File: src/rtl/core/ohfr_ram.sv
// Generic single-port-write, single-port-read RAM with registered read data.
`timescale 1ns / 1ps
`default_nettype none

module ohfr_ram #(
  parameter int unsigned WIDTH = 8,
  parameter int unsigned DEPTH = 16
) (
  input  wire logic                     clk_i,
  input  wire logic                     we_i,
  input  wire logic [$clog2(DEPTH)-1:0] waddr_i,
  input  wire logic [WIDTH-1:0]         wdata_i,
  input  wire logic [$clog2(DEPTH)-1:0] raddr_i,
  output logic      [WIDTH-1:0]         rdata_o
);

  logic [WIDTH-1:0] mem_q [DEPTH];
  logic [WIDTH-1:0] rdata_q;

  always_ff @(posedge clk_i) begin
    if (we_i) begin
      mem_q[waddr_i] <= wdata_i;
    end
    rdata_q <= mem_q[raddr_i];
  end

  assign rdata_o = rdata_q;

endmodule

`default_nettype wire

File: config.mk
export PLATFORM = sky130hd
export DESIGN_NAME = ohfr_ram
export DESIGN_NICKNAME = d
export VERILOG_FILES = /design/src/rtl/core/ohfr_ram.sv
export SDC_FILE = /design/constraint.sdc
export NUM_CORES = 1
export LEC_CHECK = 0
export BUFFER_PORTS_ARGS = -buffer_cell sky130_fd_sc_hd__buf_2
export CAP_MARGIN = 20
export CELL_PAD_IN_SITES_DETAIL_PLACEMENT = 2
export CELL_PAD_IN_SITES_GLOBAL_PLACEMENT = 2
export CORE_UTILIZATION = 44
export CTS_BUF_LIST = sky130_fd_sc_hd__clkbuf_2
export DETAILED_ROUTE_END_ITERATION = 10
export HOLD_SLACK_MARGIN = 0.06
export PLACE_DENSITY = 0.79
export SYNTH_ARGS = -nofsm -noshare
export SYNTH_HDL_FRONTEND = slang
export SYNTH_SLANG_ARGS = --single-unit
File: constraint.sdc
create_clock -name clk_i -period 2.2 [get_ports clk_i]
set_clock_uncertainty 0.15 [all_clocks]
set_input_delay 0 -clock clk_i [delete_from_list [all_inputs] [get_ports clk_i]]
set_output_delay 0 -clock clk_i [all_outputs]
set_load 0.005 [all_outputs]
==> results of run 1 <==
-- layout make-up --
class,instances,area share [%]
clock buffers,18,1.49
multi-input cells,83,17.5
flip-flops and latches,136,66.4
diodes,1,0.0415
clock inverters,14,1.49
repair buffers,77,10.1
well taps,143,2.97
-- sequential cells by signal, summed over array words and instances (netlist names) --
| register | flops |
|---|---|
| mem_q | 128 |
| rdata_o | 8 |
-- logic make-up after synthesis --
family / Yosys count
buffers and inverters: 10
AO/OA/AOI/OAI: 16
AND/OR/NAND/NOR: 35
multiplexers: 32
flip-flops: 136
-- worst max-delay path: stages (launching register included) --
cell	delay, ns
edfxtp_1	0.41
mux4_1	0.49
a22oi_1	0.24
dlygate4sd3_1	0.61
nand2_1	0.06
-- cell usage in the layout, fill, tap and decap left out, types with 6 or more instances in the layout --
cell           instances
dfxtp_1                8
a22oi_1               16
clkbuf_2              18
nand2_1                9
buf_2                 25
mux4_1                14
dlygate4sd3_1         32
mux4_2                18
buf_4                 19
clkinv_1               6
nor2_1                13
clkinv_2               6
edfxtp_1             128
-- power groups by stage --
| stage | Combinational [W] | Clock (W) | Sequential [W] |
|---|---|---|---|
| 5_1_grt | 0.000355 | 0.00140 | 0.00292 |
| 6_report | 0.000329 | 0.00125 | 0.00291 |
| 3_3_place_gp | 0.000259 | 0 | 0.00296 |
| 3_5_place_dp | 0.000282 | 0 | 0.00297 |
| 2_1_floorplan | 0.000147 | 0 | 0.00296 |
| 4_1_cts | 0.000327 | 0.00127 | 0.00291 |
-- worst paths after layout --
kind / from / to / slack [ns] / depth (start not counted)
worst max-delay path: mem_q[0][5]$_DFFE_PP_ / rdata_o[5]$_DFF_P_ / 0.15 / 4
worst min-delay path: waddr_i[1] / mem_q[4][5]$_DFFE_PP_ / 0.27 / 4
worst max register to register: mem_q[0][5]$_DFFE_PP_ / rdata_o[5]$_DFF_P_ / 0.15 / 4
worst min register to register: mem_q[14][3]$_DFFE_PP_ / rdata_o[3]$_DFF_P_ / 0.57 / 3
-- routing by layer --
metal / GRT usage, % / share of wire [%]
met1: 31.8 / 43
met2: 39.5 / 51
met3: 6.06 / 4.2
met4: 9.59 / 1.6
met5: 0 / 0
-- through the flow --
stage,hold WS [ns],instance area (µm²)
floorplan,-0.0511,5150
global placement,0.229,5530
detailed placement,0.232,5530
CTS,0.0618,6020
global route,0.227,6030
finish,0.273,6030
==> key figures, run 1 <==
Clock network
  • # Post-CTS Setup Buffers: 0
  • # resized after CTS: 0
  • Reg clk slew, reported paths: 0.20 ns
  • Hold_buf cts: 31
  • Num CTS Buffers: 17
  • CTS max path bufs: 2
  • H-tree depth: 4
  • Root buffer cell: clkbuf_2
  • Clock Sinks: 136
  • Clk_lat worst skew: ~0.70 ns
  • CTS tree: done

Power
  • Share of total power in combinational logic: 7.3%
  • Power per Cell Area: 745 mW/mm²
  • Flop pwr share: about two thirds
  • Sw Ratio: 23.8%
  • Clock power frac: 27.9%
  • Net switching component of the power: 0.00107 W
  • Design Power: 0.00449 W
  • P_leak: 2.06 nW
  • VDD IR-drop max: around 0.37 mV
  • Int Pwr: roughly 0.0034 W

Setup path
  • Critical path peak fanout: 1
  • Worst setup SP type: flip-flop
  • Setup crit end kind: flip-flop
  • Required @ worst endpoint: 2.67 ns
  • Worst Path Arrival: 2.52 ns
  • WS Path Type: flip-flop to flip-flop

Synthesis
  • Post-synth EDFFs: around 130
  • Syn avg cell area: 22.5 µm²
  • Largest area contributor in the netlist: edfxtp_1
  • Largest family of logic cells by synthesized area: multiplexers
  • Yosys reg bits: 136
  • Syn_nets: around 250
  • Post-synthesis cell count: 229
  • Mapped Area: approximately 0.0051 mm²
  • Post-synthesis mux area share: 15.0%
  • Area share of the largest cell type after synthesis: 74.7%
  • Netlist cell types: 19
  • Compound-Gate Fraction of Synth Area: 2.33%
  • Register area share after synthesis: 77.8%
  • Top_reg_cell synth: edfxtp_1
  • Synth Area in Simple Gates: under 10%
  • Post-Synth XOR/XNOR Area: 0%
  • Async SR Flop Fraction: 0%
  • Synth Warn #: 0
  • Largest cells by area after synthesis: edfxtp_1, mux4_2, mux4_1
  • Commonest cells post-synth: edfxtp_1, mux4_2, a22oi_1, mux4_1, nor2_1
  • Dominant cell by count in the synthesized netlist: edfxtp_1
  • Post-synthesis adder-cell area fraction: 0%

Route
  • Remaining antenna violation count: 0
  • Starting DRT DRC Count: 157
  • DR vias: 2,678
  • Avg WL per Cell: 28.1 µm
  • Routed wire length: 13,200 µm
  • Post-route DRC: 0
  • Vias/cell: 5.67
  • First drt pass iteration count: 4

Global route
  • Tot GR Track Use: between 20% and 30%
  • Grt total ovfl: 0
  • First-pass GRT wire length: 19,300 µm
  • Vias in the first global route: 2,937
  • Initial antenna violation count: 1
  • Pin count of the biggest net entering global routing: 33

Placed design
  • Cell count after placement: 407
  • Worst slack, placed: 0.535 ns
  • RePlAce Congestion: 0.664
  • IO Port Bufs: 25
  • HPWL after DPL: 8070 µm

Worst hold path
  • Hold WC Path Type: input pin to flip-flop

Flow run
  • Max Cap Viol: 0

STA
  • RSZ-0062 raised after global routing: false
  • Max Freq: 487 MHz
  • Rel. slew slack: 55.4%
  • Sum of negative setup slack: 0 ns
  • Fin crit period: approximately 2.1 ns
  • Worst slew pin tran: 0.667 ns
  • Final Max Slew Viols: 0
  • Final WS setup: 0.146 ns
  • Fin crit share: 93.3%
  • Final hold vios: 0
  • Final setup violation count: 0

Die
  • Die height: 110 µm
  • Die ar.: 0.0121 mm²
  • Core area: 0.0114 mm²
  • Chip Width: 110 µm
  • Site Rows: 39
  • Starting Density: 45.1%
  • I/O pins: 26

Outcome
  • Status: finished, final reports clean

Cells and area
  • Final non-filler cell total: between 400 and 500
  • Ratio of cells with drive above 1 in the final layout: 27.4%
  • Multi-input gate area: 0.00106 mm²
  • Reg area: 0.00400 mm²
  • Layout area overhead: 17.2%
  • Fillers: about 1,000
  • Fin util: 52.8%
  • NumNets Final: about 330
(Power assumes the default switching activity.)
==> run 2: changes to the inputs <==
- clock period: 2.2 -> 2.15 ns (I/O delays scaled with it)
==> key figures, run 2 (synthesized netlist as in run 1, its figures left out) <==
Clock network
  • Root buffer cell: clkbuf_2
  • Reg clk slew, reported paths: 0.20 ns (about the same)
  • CTS tree: done
  • Clock Sinks: 136 (unchanged)
  • H-tree depth: 4 (unchanged)
  • CTS max path bufs: 2 (unchanged)
  • Clk_lat worst skew: 0.68 ns (-0.02 ns)
  • # Post-CTS Setup Buffers: 0 (unchanged)
  • Num CTS Buffers: 17 (unchanged)

Die
  • Chip Width: 110 µm (unchanged)
  • I/O pins: 26 (unchanged)
  • Core area: 0.0114 mm² (unchanged)
  • Die ar.: 0.0121 mm² (unchanged)
  • Starting Density: 45.1% (unchanged)
  • Site Rows: 39 (unchanged)
  • Die height: 110 µm (unchanged)

STA
  • Max Freq: 486 MHz (-0.27%)
  • RSZ-0062 raised after global routing: false
  • Hold_ws: 0.167 ns (-0.106 ns)
  • Worst slew pin tran: 0.608 ns (-0.0594 ns)
  • Final WS setup: 0.0909 ns (-0.0555 ns)
  • Rel. slew slack: 59.3% (+4.0 points)
  • Fin crit period: 2.06 ns (+0.00551 ns)
  • Final Max Slew Viols: 0 (unchanged)
  • Fin crit share: 95.8% (+2.4 points)
  • Final setup violation count: 0 (unchanged)
  • Sum of negative setup slack: 0 ns (unchanged)
  • Final hold vios: 0 (unchanged)

Placed design
  • RePlAce Congestion: 0.705 (+6.2%)
  • IO Port Bufs: 25 (unchanged)
  • HPWL after DPL: 8550 µm (+6.0%)
  • Worst slack, placed: 0.307 ns (-0.228 ns)

Power
  • P_leak: 2.06 nW (-0.11%)
  • Flop pwr share: 66.9% (+2.1 points)
  • Clock power frac: 25.5% (-2.4 points)
  • Sw Ratio: 23.3% (-0.59 points)
  • Power per Cell Area: 741 mW/mm² (-0.62%)
  • VDD IR-drop max: 0.531 mV (+45%)
  • Net switching component of the power: 0.00104 W (-3.4%)
  • Int Pwr: 0.00342 W (-0.15%)
  • Share of total power in combinational logic: 7.6% (+0.3 points)
  • Design Power: 0.00445 W (-0.91%)

Route
  • First drt pass iteration count: 4 (unchanged)
  • Avg WL per Cell: 26.9 µm (-4.2%)
  • Vias/cell: 5.57 (-1.9%)
  • Post-route DRC: 0 (unchanged)
  • Starting DRT DRC Count: 187 (+19%)
  • Routed wire length: 12,600 µm (-4.6%)
  • DR vias: 2,617 (-2.3%)
  • Remaining antenna violation count: 0 (unchanged)

Cells and area
  • Most common cell after layout, fill and taps aside: edfxtp_1
  • Ratio of cells with drive above 1 in the final layout: 27.3% (-0.14 points)
  • NumNets Final: 332 (-0.30%)
  • Layout area overhead: 16.8%
  • Largest Register: mem_q
  • Largest register FFs: 128 (unchanged)
  • Fillers: 1,003 (+0.30%)
  • Commonest non-fill, non-tap cells in the layout: edfxtp_1, dlygate4sd3_1, buf_2

Setup path
  • Worst setup SP type: flip-flop
  • Worst Path Arrival: 2.49 ns (-0.03 ns)
  • Setup crit end kind: flip-flop
  • Critical path peak fanout: 1 (unchanged)
  • WS Path Type: flip-flop to flip-flop
  • Required @ worst endpoint: 2.58 ns (-0.09 ns)
  • Worst-case reg-to-reg path depth: 4 (unchanged)

Global route
  • Tot GR Track Use: 23.6% (-0.70 points)
  • Vias in the first global route: 2,899 (-1.3%)
  • Grt total ovfl: 0 (unchanged)
  • Pin count of the biggest net entering global routing: 18 (-45%)
  • Initial antenna violation count: 1 (unchanged)
  • First-pass GRT wire length: 18,800 µm (-2.5%)

Flow run
  • Max Cap Viol: 0 (unchanged)

Worst hold path
  • Hold Path Stages: 2 (-2)
  • Hold WC Path Type: input pin to flip-flop

Outcome
  • Status: finished, final reports clean
run 2: cell count changes in the layout (fill, tap and decap cells not counted), sizes merged:
cell	delta
clkinvlp	-1
clkinv	-4
dlygate4sd3	-1
bufinv	-1
clkbuf	+5
run 2: final cells by class:
cell class | count | area, µm² | area share, %
diodes | 1 | 2.50 | 0.0416
well taps | 143 | 179 | 2.98
multi-input cells | 83 | 1060 | 17.6
repair buffers | 76 | 623 | 10.4
flip-flops and latches | 136 | 4000 | 66.6
clock inverters | 8 | 32.5 | 0.541
clock buffers | 23 | 115 | 1.91
run 2: path summary, 6_finish.rpt:
kind / startpoint / endpoint / slack, ns
max: mem_q[2][4]$_DFFE_PP_ / rdata_o[4]$_DFF_P_ / 0.09
min: wdata_i[0] / mem_q[12][0]$_DFFE_PP_ / 0.17
max reg2reg: mem_q[2][4]$_DFFE_PP_ / rdata_o[4]$_DFF_P_ / 0.09
min reg2reg: mem_q[12][7]$_DFFE_PP_ / rdata_o[7]$_DFF_P_ / 0.59
run 2: metrics by stage:
step / cells / area [µm²] / utilization (%)
CTS: 468 / 6000 / 52.6
finish: 470 / 6010 / 52.7
floorplan: 229 / 5150 / -
global route: 470 / 6010 / 52.7
detailed placement: 407 / 5550 / 48.6
global placement: 407 / 5550 / 48.6
run 2: power by group through the flow:
stage | sequential (W) | clock, W | combinational, W
finish | 0.00298 | 0.00114 | 0.000337
global placement | 0.00303 | 0 | 0.000270
detailed placement | 0.00304 | 0 | 0.000294
global route | 0.00299 | 0.00128 | 0.000365
CTS | 0.00298 | 0.00118 | 0.000338
floorplan | 0.00303 | 0 | 0.000150
run 2: timing repair:
action	CTS	global route
endpoints found under the setup margin	0	0
gates resized for setup	0	0
hold endpoints to repair	264	1
hold buffers	30	1
run 2: per-layer routing:
| metal | share of wire [%] | wire (µm) | up-vias | global-route usage (%) |
|---|---|---|---|---|
| li1 | - | - | 1144 | - |
| met1 | 44 | 5620 | 1386 | 32.0 |
| met2 | 50 | 6380 | 78 | 38.1 |
| met3 | 4.1 | 512 | 9 | 4.76 |
| met4 | 0.96 | 121 | 0 | 8.83 |
| met5 | 0 | 0 | - | 0 |
run 2: critical path: stages (launching register included):
cell and delay (ns):
edfxtp_1 0.43, mux4_2 0.49, a22oi_1 0.26, nand2_1 0.08, dlygate4sd3_1 0.55
